<file path="config.mk">
export PLATFORM = sky130hd
export DESIGN_NAME = cosine_similarity_stream_core
export DESIGN_NICKNAME = d
export VERILOG_FILES = /design/src/rtl/cssim_pkg.sv /design/src/rtl/cssim_front.sv /design/src/rtl/cssim_queue.sv /design/src/rtl/cssim_back.sv /design/src/rtl/cosine_similarity_stream_core.sv
export SDC_FILE = /design/constraint.sdc
export NUM_CORES = 2
export LEC_CHECK = 0
export ABC_AREA = 1
export BUFFER_PORTS_ARGS = -buffer_cell sky130_fd_sc_hd__buf_2
export CORE_AREA = 2 2 486 488
export DETAILED_ROUTE_END_ITERATION = 16
export DIE_AREA = 0 0 488 490
export SLEW_MARGIN = 20
export SYNTH_ARGS = -nofsm -noshare
export SYNTH_HDL_FRONTEND = slang
export SYNTH_SLANG_ARGS = --single-unit
</file>
<file path="constraint.sdc">
create_clock -name clk -period 8.9 [get_ports clk]
set_input_delay 2.225 -clock clk [delete_from_list [all_inputs] [get_ports clk]]
set_output_delay 2.225 -clock clk [all_outputs]
set_load 0.02 [all_outputs]
</file>
<file path="src/rtl/cssim_pkg.sv">
// Shared widths, constants and types of the cosine similarity stream core.
package cssim_pkg;

  localparam int InW           = 16;
  localparam int InDataW       = 2 * InW;
  localparam int DefSampleBits = 16;
  localparam int DefQueueDepth = 2;
  localparam int AccW          = 48;
  localparam int ProdW         = 2 * AccW;
  localparam int ResW          = 16;
  localparam int RootW         = ResW;
  localparam int QuoW          = 2 * RootW;
  localparam int CntW          = $clog2(AccW);

  localparam logic [AccW-1:0] AccMax = {1'b0, {(AccW-1){1'b1}}};
  localparam logic [AccW-1:0] AccMin = {1'b1, {(AccW-1){1'b0}}};
  localparam logic [ResW-1:0] ResMax = {1'b0, {(ResW-1){1'b1}}};
  localparam logic [ResW-1:0] ResOne = {1'b1, {(ResW-1){1'b0}}};

  typedef struct packed {
    logic signed [AccW-1:0] dot;
    logic [AccW-1:0]        sq_a;
    logic [AccW-1:0]        sq_b;
  } acc_set_t;

  typedef enum logic [2:0] {
    ST_IDLE,
    ST_MUL_DOT,
    ST_MUL_NORM,
    ST_CHECK,
    ST_DIV,
    ST_SQRT,
    ST_FIN
  } back_state_t;

endpackage

</file>
<file path="src/rtl/cssim_front.sv">
// Front end: multiplies each element pair and keeps the saturating running sums.
module cssim_front #(
  parameter int SAMPLE_BITS = cssim_pkg::DefSampleBits
) (
  input  logic                        clk,
  input  logic                        rst_n,
  input  logic                        in_tvalid,
  output logic                        in_tready,
  input  logic [cssim_pkg::InDataW-1:0] in_tdata,
  input  logic                        in_tlast,
  input  logic                        q_wr_ready,
  output logic                        q_wr_en,
  output cssim_pkg::acc_set_t         q_wr_data
);
  import cssim_pkg::*;

  localparam int ExtW = (SAMPLE_BITS > InW) ? SAMPLE_BITS : InW;
  localparam int PW   = 2 * SAMPLE_BITS;

  logic [ExtW-1:0]               ext_a;
  logic [ExtW-1:0]               ext_b;
  logic signed [SAMPLE_BITS-1:0] smp_a;
  logic signed [SAMPLE_BITS-1:0] smp_b;
  logic                          in_acc;
  logic                          p_adv;
  logic                          p_valid_r;
  logic                          p_valid_nxt;
  logic                          p_last_r;
  logic signed [PW-1:0]          p_dot_r;
  logic [PW-1:0]                 p_sqa_r;
  logic [PW-1:0]                 p_sqb_r;
  logic signed [AccW-1:0]        dot_r;
  logic signed [AccW-1:0]        dot_nxt;
  logic [AccW-1:0]               sqa_r;
  logic [AccW-1:0]               sqa_nxt;
  logic [AccW-1:0]               sqb_r;
  logic [AccW-1:0]               sqb_nxt;
  logic signed [AccW:0]          dot_sum;
  logic [AccW:0]                 sqa_sum;
  logic [AccW:0]                 sqb_sum;
  logic signed [AccW-1:0]        dot_sat;
  logic [AccW-1:0]               sqa_sat;
  logic [AccW-1:0]               sqb_sat;

  assign ext_a = ExtW'(in_tdata[InW-1:0]);
  assign ext_b = ExtW'(in_tdata[InDataW-1:InW]);
  assign smp_a = signed'(ext_a[SAMPLE_BITS-1:0]);
  assign smp_b = signed'(ext_b[SAMPLE_BITS-1:0]);

  assign p_adv     = p_valid_r && (!p_last_r || q_wr_ready);
  assign in_tready = !p_valid_r || p_adv;
  assign in_acc    = in_tvalid && in_tready;

  assign dot_sum = (AccW+1)'(dot_r) + (AccW+1)'(p_dot_r);
  assign sqa_sum = (AccW+1)'(sqa_r) + (AccW+1)'(p_sqa_r);
  assign sqb_sum = (AccW+1)'(sqb_r) + (AccW+1)'(p_sqb_r);

  always_comb begin
    if (dot_sum[AccW] != dot_sum[AccW-1]) begin
      dot_sat = dot_sum[AccW] ? signed'(AccMin) : signed'(AccMax);
    end else begin
      dot_sat = dot_sum[AccW-1:0];
    end
    sqa_sat = (sqa_sum > (AccW+1)'(AccMax)) ? AccMax : sqa_sum[AccW-1:0];
    sqb_sat = (sqb_sum > (AccW+1)'(AccMax)) ? AccMax : sqb_sum[AccW-1:0];
  end

  always_comb begin
    p_valid_nxt = p_valid_r;
    if (in_acc) begin
      p_valid_nxt = 1'b1;
    end else if (p_adv) begin
      p_valid_nxt = 1'b0;
    end
    dot_nxt = dot_r;
    sqa_nxt = sqa_r;
    sqb_nxt = sqb_r;
    if (p_adv) begin
      if (p_last_r) begin
        dot_nxt = '0;
        sqa_nxt = '0;
        sqb_nxt = '0;
      end else begin
        dot_nxt = dot_sat;
        sqa_nxt = sqa_sat;
        sqb_nxt = sqb_sat;
      end
    end
  end

  assign q_wr_en        = p_adv && p_last_r;
  assign q_wr_data.dot  = dot_sat;
  assign q_wr_data.sq_a = sqa_sat;
  assign q_wr_data.sq_b = sqb_sat;

  always_ff @(posedge clk) begin
    if (!rst_n) begin
      p_valid_r <= 1'b0;
      dot_r     <= '0;
      sqa_r     <= '0;
      sqb_r     <= '0;
    end else begin
      p_valid_r <= p_valid_nxt;
      dot_r     <= dot_nxt;
      sqa_r     <= sqa_nxt;
      sqb_r     <= sqb_nxt;
    end
  end

  always_ff @(posedge clk) begin
    if (in_acc) begin
      p_last_r <= in_tlast;
      p_dot_r  <= PW'(smp_a) * PW'(smp_b);
      p_sqa_r  <= $unsigned(PW'(smp_a) * PW'(smp_a));
      p_sqb_r  <= $unsigned(PW'(smp_b) * PW'(smp_b));
    end
  end

  a_clear_after_push: assert property (@(posedge clk) disable iff (!rst_n)
    q_wr_en |=> (dot_r == '0 && sqa_r == '0 && sqb_r == '0))
    else $error("Running sums not cleared after a vector was handed on.");

  a_stall_only_on_last: assert property (@(posedge clk) disable iff (!rst_n)
    !in_tready |-> (p_valid_r && p_last_r && !q_wr_ready))
    else $error("Input stalled without a final pair waiting on a full queue.");

  a_square_in_range: assert property (@(posedge clk) disable iff (!rst_n)
    (sqa_r[AccW-1] == 1'b0 && sqb_r[AccW-1] == 1'b0))
    else $error("Square sum exceeded its saturation limit.");

endmodule

</file>
<file path="src/rtl/cssim_queue.sv">
// Short queue of finished vector sums between the front end and the back end.
module cssim_queue #(
  parameter int DEPTH = cssim_pkg::DefQueueDepth
) (
  input  logic                clk,
  input  logic                rst_n,
  input  logic                wr_en,
  input  cssim_pkg::acc_set_t wr_data,
  output logic                wr_ready,
  input  logic                rd_en,
  output cssim_pkg::acc_set_t rd_data,
  output logic                rd_valid
);
  import cssim_pkg::*;

  localparam int PtrW  = (DEPTH > 1) ? $clog2(DEPTH) : 1;
  localparam int FillW = $clog2(DEPTH + 1);

  acc_set_t         mem_r [DEPTH];
  logic [PtrW-1:0]  wr_ptr_r;
  logic [PtrW-1:0]  wr_ptr_nxt;
  logic [PtrW-1:0]  rd_ptr_r;
  logic [PtrW-1:0]  rd_ptr_nxt;
  logic [FillW-1:0] fill_r;
  logic [FillW-1:0] fill_nxt;

  assign wr_ready = (fill_r != FillW'(DEPTH));
  assign rd_valid = (fill_r != '0);
  assign rd_data  = mem_r[rd_ptr_r];

  always_comb begin
    wr_ptr_nxt = wr_ptr_r;
    rd_ptr_nxt = rd_ptr_r;
    if (wr_en) begin
      wr_ptr_nxt = (wr_ptr_r == PtrW'(DEPTH - 1)) ? '0 : wr_ptr_r + PtrW'(1);
    end
    if (rd_en) begin
      rd_ptr_nxt = (rd_ptr_r == PtrW'(DEPTH - 1)) ? '0 : rd_ptr_r + PtrW'(1);
    end
    case ({wr_en, rd_en})
      2'b10:   fill_nxt = fill_r + FillW'(1);
      2'b01:   fill_nxt = fill_r - FillW'(1);
      default: fill_nxt = fill_r;
    endcase
  end

  always_ff @(posedge clk) begin
    if (!rst_n) begin
      wr_ptr_r <= '0;
      rd_ptr_r <= '0;
      fill_r   <= '0;
    end else begin
      wr_ptr_r <= wr_ptr_nxt;
      rd_ptr_r <= rd_ptr_nxt;
      fill_r   <= fill_nxt;
    end
  end

  always_ff @(posedge clk) begin
    if (wr_en) begin
      mem_r[wr_ptr_r] <= wr_data;
    end
  end

endmodule

</file>
<file path="src/rtl/cssim_back.sv">
// Back end: multiplies, divides and takes the root to form the rounded similarity.
module cssim_back (
  input  logic                   clk,
  input  logic                   rst_n,
  input  logic                   q_rd_valid,
  input  cssim_pkg::acc_set_t    q_rd_data,
  output logic                   q_rd_en,
  output logic                   out_tvalid,
  input  logic                   out_tready,
  output logic [cssim_pkg::ResW-1:0] out_tdata,
  output logic                   out_tuser
);
  import cssim_pkg::*;

  back_state_t      state_r;
  back_state_t      state_nxt;
  logic [CntW-1:0]  cnt_r;
  logic [CntW-1:0]  cnt_nxt;
  logic [ProdW-1:0] acc_r;
  logic [ProdW-1:0] acc_nxt;
  logic [ProdW-1:0] cand_r;
  logic [ProdW-1:0] cand_nxt;
  logic [ProdW-1:0] num_r;
  logic [ProdW-1:0] num_nxt;
  logic [AccW-1:0]  plier_r;
  logic [AccW-1:0]  plier_nxt;
  logic [QuoW-1:0]  quo_r;
  logic [QuoW-1:0]  quo_nxt;
  logic [QuoW-1:0]  root_r;
  logic [QuoW-1:0]  root_nxt;
  logic             neg_r;
  logic             neg_nxt;
  logic             zero_r;
  logic             zero_nxt;
  logic             over_r;
  logic             over_nxt;
  logic             out_valid_r;
  logic             out_valid_nxt;
  logic [ResW-1:0]  out_sim_r;
  logic [ResW-1:0]  out_sim_nxt;
  logic             out_zero_r;
  logic             out_zero_nxt;

  logic             head_zero;
  logic [AccW-1:0]  dot_mag;
  logic [ProdW-1:0] mul_add;
  logic             mul_last;
  logic [ProdW-1:0] rem2;
  logic             div_ge;
  logic [ProdW-1:0] div_sub;
  logic [CntW-1:0]  sq_idx;
  logic [QuoW-1:0]  sq_one;
  logic [QuoW:0]    sq_trial;
  logic             sq_ge;
  logic [QuoW:0]    sq_diff;
  logic [RootW:0]   rnd_sum;
  logic [ResW-1:0]  rnd_mag;
  logic [ResW-1:0]  fin_sim;
  logic             out_free;
  logic             out_load;

  assign head_zero = (q_rd_data.sq_a == '0) || (q_rd_data.sq_b == '0);
  assign dot_mag   = q_rd_data.dot[AccW-1] ? (AccW'(0) - $unsigned(q_rd_data.dot))
                                           : $unsigned(q_rd_data.dot);

  assign mul_add  = acc_r + (plier_r[0] ? cand_r : '0);
  assign mul_last = (cnt_r == CntW'(AccW - 1));

  assign rem2    = {acc_r[ProdW-2:0], 1'b0};
  assign div_ge  = (rem2 >= cand_r);
  assign div_sub = rem2 - cand_r;

  assign sq_idx   = CntW'(RootW - 1) - cnt_r;
  assign sq_one   = QuoW'(1) << {sq_idx, 1'b0};
  assign sq_trial = (QuoW+1)'(root_r) + (QuoW+1)'(sq_one);
  assign sq_ge    = ((QuoW+1)'(quo_r) >= sq_trial);
  assign sq_diff  = (QuoW+1)'(quo_r) - sq_trial;

  assign rnd_sum = (RootW+1)'(root_r[RootW-1:0]) + (RootW+1)'(1);

  always_comb begin
    rnd_mag = over_r ? ResOne : rnd_sum[RootW:1];
    if (zero_r) begin
      fin_sim = '0;
    end else if (neg_r) begin
      fin_sim = ResW'(0) - rnd_mag;
    end else begin
      fin_sim = (rnd_mag > ResMax) ? ResMax : rnd_mag;
    end
  end

  assign out_free = !out_valid_r || out_tready;

  always_comb begin
    state_nxt = state_r;
    case (state_r)
      ST_IDLE: begin
        if (q_rd_valid) begin
          state_nxt = head_zero ? ST_FIN : ST_MUL_DOT;
        end
      end
      ST_MUL_DOT: begin
        if (mul_last) begin
          state_nxt = ST_MUL_NORM;
        end
      end
      ST_MUL_NORM: begin
        if (mul_last) begin
          state_nxt = ST_CHECK;
        end
      end
      ST_CHECK: begin
        state_nxt = (num_r >= cand_r) ? ST_FIN : ST_DIV;
      end
      ST_DIV: begin
        if (cnt_r == CntW'(QuoW - 1)) begin
          state_nxt = ST_SQRT;
        end
      end
      ST_SQRT: begin
        if (cnt_r == CntW'(RootW - 1)) begin
          state_nxt = ST_FIN;
        end
      end
      ST_FIN: begin
        if (out_free) begin
          state_nxt = ST_IDLE;
        end
      end
      default: state_nxt = ST_IDLE;
    endcase
  end

  always_comb begin
    q_rd_en   = 1'b0;
    out_load  = 1'b0;
    cnt_nxt   = cnt_r;
    acc_nxt   = acc_r;
    cand_nxt  = cand_r;
    num_nxt   = num_r;
    plier_nxt = plier_r;
    quo_nxt   = quo_r;
    root_nxt  = root_r;
    neg_nxt   = neg_r;
    zero_nxt  = zero_r;
    over_nxt  = over_r;
    case (state_r)
      ST_IDLE: begin
        if (q_rd_valid) begin
          neg_nxt   = q_rd_data.dot[AccW-1];
          zero_nxt  = head_zero;
          over_nxt  = 1'b0;
          q_rd_en   = head_zero;
          acc_nxt   = '0;
          cand_nxt  = ProdW'(dot_mag);
          plier_nxt = dot_mag;
          cnt_nxt   = '0;
        end
      end
      ST_MUL_DOT, ST_MUL_NORM: begin
        acc_nxt   = mul_add;
        cand_nxt  = {cand_r[ProdW-2:0], 1'b0};
        plier_nxt = plier_r >> 1;
        cnt_nxt   = cnt_r + CntW'(1);
        if (mul_last) begin
          cnt_nxt = '0;
          if (state_r == ST_MUL_DOT) begin
            num_nxt   = mul_add;
            acc_nxt   = '0;
            cand_nxt  = ProdW'(q_rd_data.sq_a);
            plier_nxt = q_rd_data.sq_b;
          end else begin
            cand_nxt = mul_add;
            q_rd_en  = 1'b1;
          end
        end
      end
      ST_CHECK: begin
        over_nxt = (num_r >= cand_r);
        acc_nxt  = num_r;
        quo_nxt  = '0;
        root_nxt = '0;
        cnt_nxt  = '0;
      end
      ST_DIV: begin
        acc_nxt = div_ge ? div_sub : rem2;
        quo_nxt = {quo_r[QuoW-2:0], div_ge};
        cnt_nxt = (cnt_r == CntW'(QuoW - 1)) ? '0 : cnt_r + CntW'(1);
      end
      ST_SQRT: begin
        if (sq_ge) begin
          quo_nxt  = sq_diff[QuoW-1:0];
          root_nxt = (root_r >> 1) + sq_one;
        end else begin
          root_nxt = root_r >> 1;
        end
        cnt_nxt = cnt_r + CntW'(1);
      end
      ST_FIN: begin
        out_load = out_free;
      end
      default: begin
        cnt_nxt = '0;
      end
    endcase
  end

  always_comb begin
    out_valid_nxt = out_valid_r;
    out_sim_nxt   = out_sim_r;
    out_zero_nxt  = out_zero_r;
    if (out_load) begin
      out_valid_nxt = 1'b1;
      out_sim_nxt   = fin_sim;
      out_zero_nxt  = zero_r;
    end else if (out_tready) begin
      out_valid_nxt = 1'b0;
    end
  end

  assign out_tvalid = out_valid_r;
  assign out_tdata  = out_sim_r;
  assign out_tuser  = out_zero_r;

  always_ff @(posedge clk) begin
    if (!rst_n) begin
      state_r     <= ST_IDLE;
      cnt_r       <= '0;
      out_valid_r <= 1'b0;
    end else begin
      state_r     <= state_nxt;
      cnt_r       <= cnt_nxt;
      out_valid_r <= out_valid_nxt;
    end
  end

  always_ff @(posedge clk) begin
    acc_r      <= acc_nxt;
    cand_r     <= cand_nxt;
    num_r      <= num_nxt;
    plier_r    <= plier_nxt;
    quo_r      <= quo_nxt;
    root_r     <= root_nxt;
    neg_r      <= neg_nxt;
    zero_r     <= zero_nxt;
    over_r     <= over_nxt;
    out_sim_r  <= out_sim_nxt;
    out_zero_r <= out_zero_nxt;
  end

  a_rem_below_divisor: assert property (@(posedge clk) disable iff (!rst_n)
    (state_r == ST_DIV) |-> (acc_r < cand_r))
    else $error("Division remainder reached the divisor.");

  a_root_in_range: assert property (@(posedge clk) disable iff (!rst_n)
    (state_r == ST_FIN && !zero_r && !over_r) |-> (root_r[QuoW-1:RootW] == '0))
    else $error("Square root exceeded its result width.");

  a_zero_norm_result: assert property (@(posedge clk) disable iff (!rst_n)
    (out_tvalid && out_tuser) |-> (out_tdata == '0))
    else $error("Zero norm item carries a nonzero similarity.");

  a_pop_needs_head: assert property (@(posedge clk) disable iff (!rst_n)
    q_rd_en |-> q_rd_valid)
    else $error("Queue read while empty.");

endmodule

</file>
<file path="src/rtl/cosine_similarity_stream_core.sv">
// Top level of the streaming cosine similarity core.
//
//   Channel | Ports                          | Item contents (low bit first)
//   input   | in_tvalid in_tready in_tdata   | first_element, second_element;
//           | in_tlast                       | last_pair on in_tlast
//   result  | out_tvalid out_tready out_tdata| similarity; zero_norm on out_tuser
//           | out_tuser                      |
//
// The front end takes one element pair per cycle unless a final pair waits on a full
// queue, and adds the registered products to the sums. The back end runs two 48-step
// shift-add multiplies, a 32-step restoring division and a 16-step square root, one step
// per cycle. Zero-norm vectors skip them all; those saturating at one skip the last two.
// Finished sums wait in a short queue, so input stalls only when that queue is full.
// Reset is synchronous and active low and leaves all sums at zero.
module cosine_similarity_stream_core #(
  parameter int SAMPLE_BITS = cssim_pkg::DefSampleBits,
  parameter int QUEUE_DEPTH = cssim_pkg::DefQueueDepth
) (
  input  logic                          clk,
  input  logic                          rst_n,
  input  logic                          in_tvalid,
  output logic                          in_tready,
  input  logic [cssim_pkg::InDataW-1:0] in_tdata,   // first_element, second_element
  input  logic                          in_tlast,
  output logic                          out_tvalid,
  input  logic                          out_tready,
  output logic [cssim_pkg::ResW-1:0]    out_tdata,  // similarity
  output logic                          out_tuser   // zero_norm
);
  import cssim_pkg::*;

  logic     q_wr_en;
  logic     q_wr_ready;
  acc_set_t q_wr_data;
  logic     q_rd_en;
  logic     q_rd_valid;
  acc_set_t q_rd_data;

  cssim_front #(
    .SAMPLE_BITS (SAMPLE_BITS)
  ) u_front (
    .clk        (clk),
    .rst_n      (rst_n),
    .in_tvalid  (in_tvalid),
    .in_tready  (in_tready),
    .in_tdata   (in_tdata),
    .in_tlast   (in_tlast),
    .q_wr_ready (q_wr_ready),
    .q_wr_en    (q_wr_en),
    .q_wr_data  (q_wr_data)
  );

  cssim_queue #(
    .DEPTH (QUEUE_DEPTH)
  ) u_queue (
    .clk      (clk),
    .rst_n    (rst_n),
    .wr_en    (q_wr_en),
    .wr_data  (q_wr_data),
    .wr_ready (q_wr_ready),
    .rd_en    (q_rd_en),
    .rd_data  (q_rd_data),
    .rd_valid (q_rd_valid)
  );

  cssim_back u_back (
    .clk        (clk),
    .rst_n      (rst_n),
    .q_rd_valid (q_rd_valid),
    .q_rd_data  (q_rd_data),
    .q_rd_en    (q_rd_en),
    .out_tvalid (out_tvalid),
    .out_tready (out_tready),
    .out_tdata  (out_tdata),
    .out_tuser  (out_tuser)
  );

endmodule
</file>
==> flow_summary_export.csv <==
group,metric,value,unit
clock_tree,h-tree-depth,3,
yosys,syn-instance-count,14600,
detailed_routing,remaining_drc_errors,0,
detailed_routing,drt_iter0_drc,8420,
global_routing,antenna_found_initial,8,
detailed_routing,wl_per_cell,22.2,um
run,cap_violations,0,
cells_and_area,fill_cells,24300,
detailed_routing,vias,95600,
detailed_routing,drt.antenna.violating_nets,0,
hold_path,hold_path_class,"reg2reg",
yosys,yosysWarnings,0,
floorplan,core_area,234000,um^2
yosys,synth_simple_gate_area_frac,0.261,
cells_and_area,nNetsFinal,16100,
clock_tree,cts_setup_buffers,0,
yosys,synth_compound_area_frac,0.106,
global_routing,grt_usage,0.327,
clock_tree,clock_latency,800,ps
global_routing,use_met2,0.530,
yosys,synthAdderAreaFrac,0.227,
timing,skew,40.3,ps
yosys,async_reset_ff_frac,0,
floorplan,dieArea,239000,um^2
timing,finalSetupTns,0,ps
floorplan,rows,178,
clock_tree,clockRootBuffer,"clkbuf_16",
critical_path,path_max_fanout,17,
timing,slew_headroom,0.225,
yosys,synth_area_leaders,"edfxtp_1 23%, nand2_1 15%, fa_1 14%",
timing,finalCritPeriodShare,0.867,
timing,setup_viol,0,
detailed_routing,dr.pass1.iters,8,
critical_path,startpoint_type,"primary input",
placement,routabilityCongestion,1.06,
yosys,synth_top_area_frac,0.230,
critical_path,cp.required,9440,ps
floorplan,die_w,488,um
yosys,syn_area_per_cell,7.15,um^2
global_routing,grt_max_degree,146,
cells_and_area,multi_input_area,65500,um^2
global_routing,busiest_layer,"met2",
global_routing,first_global_vias,93800,
yosys,ys_seq_area_frac,0.261,
critical_path,cp.arrival,8260,ps
timing,tightest_slew,1150,ps
critical_path,reg2reg_depth,31,
cells_and_area,stdcell_area,112000,um^2
yosys,synth_most_common_cell,"nand2_1",
detailed_routing,routed_wl,395000,um
global_routing,gr-total-overflow,0,
clock_tree,ctsResizeCount,0,
yosys,synth_top_family_by_area,"simple AND/OR/NAND/NOR gates",
clock_tree,cts_hold_buffers,0,
timing,min_period,7720,ps
timing,fmax,130,MHz
yosys,synthFlopType,"edfxtp_1",
global_routing,use_met1,0.408,
run_status,outcome,"completed",
yosys,synth-edff-count,803,
clock_tree,cts_tree,"done",
critical_path,cp-end-kind,"register",
clock_tree,cts_sinks,963,
timing,hold_violations,0,
cells_and_area,regArea,27300,um^2
floorplan,die_h,490,um
timing,rsz0062_at_grt,"false",
floorplan,start_util,0.447,
detailed_routing,avgViaCountPerCell,5.36,
placement,portBuffers,55,
cells_and_area,final_layout_size_suffix_gt1_frac,0.0365,
global_routing,grt_pass1_wl,590000,um
placement,dpl_cell_area,108000,um^2
timing,slew_violations,0,
floorplan,io_pins,56,
hold_path,hold_depth,1,
clock_tree,cts.reportedPaths.clkPinSlew,60,ps
yosys,synth_cell_types,64,
yosys,synthTopCellsByCount,"4198 x nand2_1, 2763 x inv_1, 1166 x nor2_1, 933 x a21oi_1, 803 x edfxtp_1",
yosys,post-synth-top-area-cell,"edfxtp_1",
yosys,synth_seq_cells,963,
placement,hpwlAfterDp,326000,um
clock_tree,cts_inserted_buffers,107,
yosys,synth_xor_area_frac,0.0306,
yosys,mappedNetlistArea,105000,um^2
global_routing,gr-usage-met3,0.0452,
critical_path,critPathKind,"in2reg",
cells_and_area,syn2layout_area_growth,7.28,%
yosys,synthMuxAreaShare,0.000191,
clock_tree,clk_path_buf_depth,3,
[routing by layer]
layer | share of wire | vias up
li1 | - | 46200
met1 | 0.41 | 45200
met2 | 0.45 | 3346
met3 | 0.063 | 836
met4 | 0.076 | 12
met5 | 0.00021 | -
[cells by family (layout without fill, tap and decap cells)]
family / count (synthesis) / in the layout
mux: 2 / 2
xor+xnor: 365 / 365
buf+inv: 3136 / 3166
flops: 963 / 963
other cells: 1 / 6
simple gates: 6659 / 6659
compound gates: 2043 / 2043
fa+ha+maj: 1459 / 1459
[registers in the layout (all words and copies together), names as in the netlist, 2 cells and up, named ones only]
signal / count
u_back.root_r: 32
u_front.sqb_r: 48
u_back.state_r: 3
u_front.p_sqa_r: 31
u_back.cand_r: 96
u_back.cnt_r: 6
u_back.num_r: 96
u_back.plier_r: 48
u_front.p_dot_r: 32
u_front.dot_r: 48
u_front.sqa_r: 48
u_back.out_tdata: 16
u_back.acc_r: 96
u_queue.mem_r: 288
u_queue.fill_r: 2
u_back.quo_r: 32
u_front.p_sqb_r: 31
[cell usage in the layout, fill, tap and decap left out, types with 37 or more instances in the layout]
cell and count:
xor2_1 186, edfxtp_1 803, nor2_1 1159, xnor2_1 179
buf_2 55, nand4_1 184, o211ai_1 46, nand3_1 687
o21bai_1 73, ha_1 725, or2_2 80, o21ai_1 44
buf_4 109, o21ai_0 709, fa_1 734, a31oi_1 37
o22ai_1 41, inv_1 2759, dfxtp_1 159, a21oi_1 933
nand2_1 4195, and2_1 39, a21o_1 46, nand3b_1 41
nor3_1 171, clkbuf_16 107
[layout make-up]
| cell class | count | share of cell area |
|---|---|---|
| diodes | 2 | 0.0000446 |
| clock buffers | 129 | 0.0250 |
| clock inverters | 74 | 0.00840 |
| inverters | 2789 | 0.0934 |
| multi-input cells | 10500 | 0.583 |
| flip-flops and latches | 963 | 0.243 |
| well taps | 3150 | 0.0351 |
| repair buffers | 174 | 0.0115 |
[worst paths after layout]
path,from,endpoint,slack [ps]
hold reg to reg,u_queue.rd_ptr_r$_SDFFE_PN0P_,register,450
setup reg to reg,u_back.cnt_r[4]$_SDFFE_PN0P_,u_back.root_r[20]$_SDFFCE_PP0P_,2350
setup / recovery,in_tdata[31],u_front.p_sqb_r[23]$_DFFE_PP_,1180
hold / removal,u_queue.rd_ptr_r$_SDFFE_PN0P_,register,450
[critical path, stage by stage]
cell	delay [ps]
buf_2	250
buf_4	290
nand2_1	160
fa_1	590
inv_1	70
fa_1	920
fa_1	510
fa_1	470
fa_1	540
inv_1	50
fa_1	520
inv_1	40
ha_1	350
nand2_1	130
nor2_1	120
inv_1	60
nor3_1	510
nand4_1	210
nand2_1	160
xor2_1	80
[metrics by stage]
| stage | util | cells | worst slack, ps | hold slack [ps] |
|---|---|---|---|---|
| after floorplan | - | 14600 | 709 | 431 |
| after global placement | 0.464 | 17600 | 389 | 429 |
| after detailed placement | 0.464 | 17600 | 310 | 433 |
| after CTS | 0.480 | 17800 | 1180 | 446 |
| after global routing | 0.480 | 17800 | 805 | 479 |
| final | 0.480 | 17800 | 1180 | 451 |
Power is left out: the tool's default activity adds up to more than one toggle a clock period on the data nets, which glitch-free logic cannot reach.
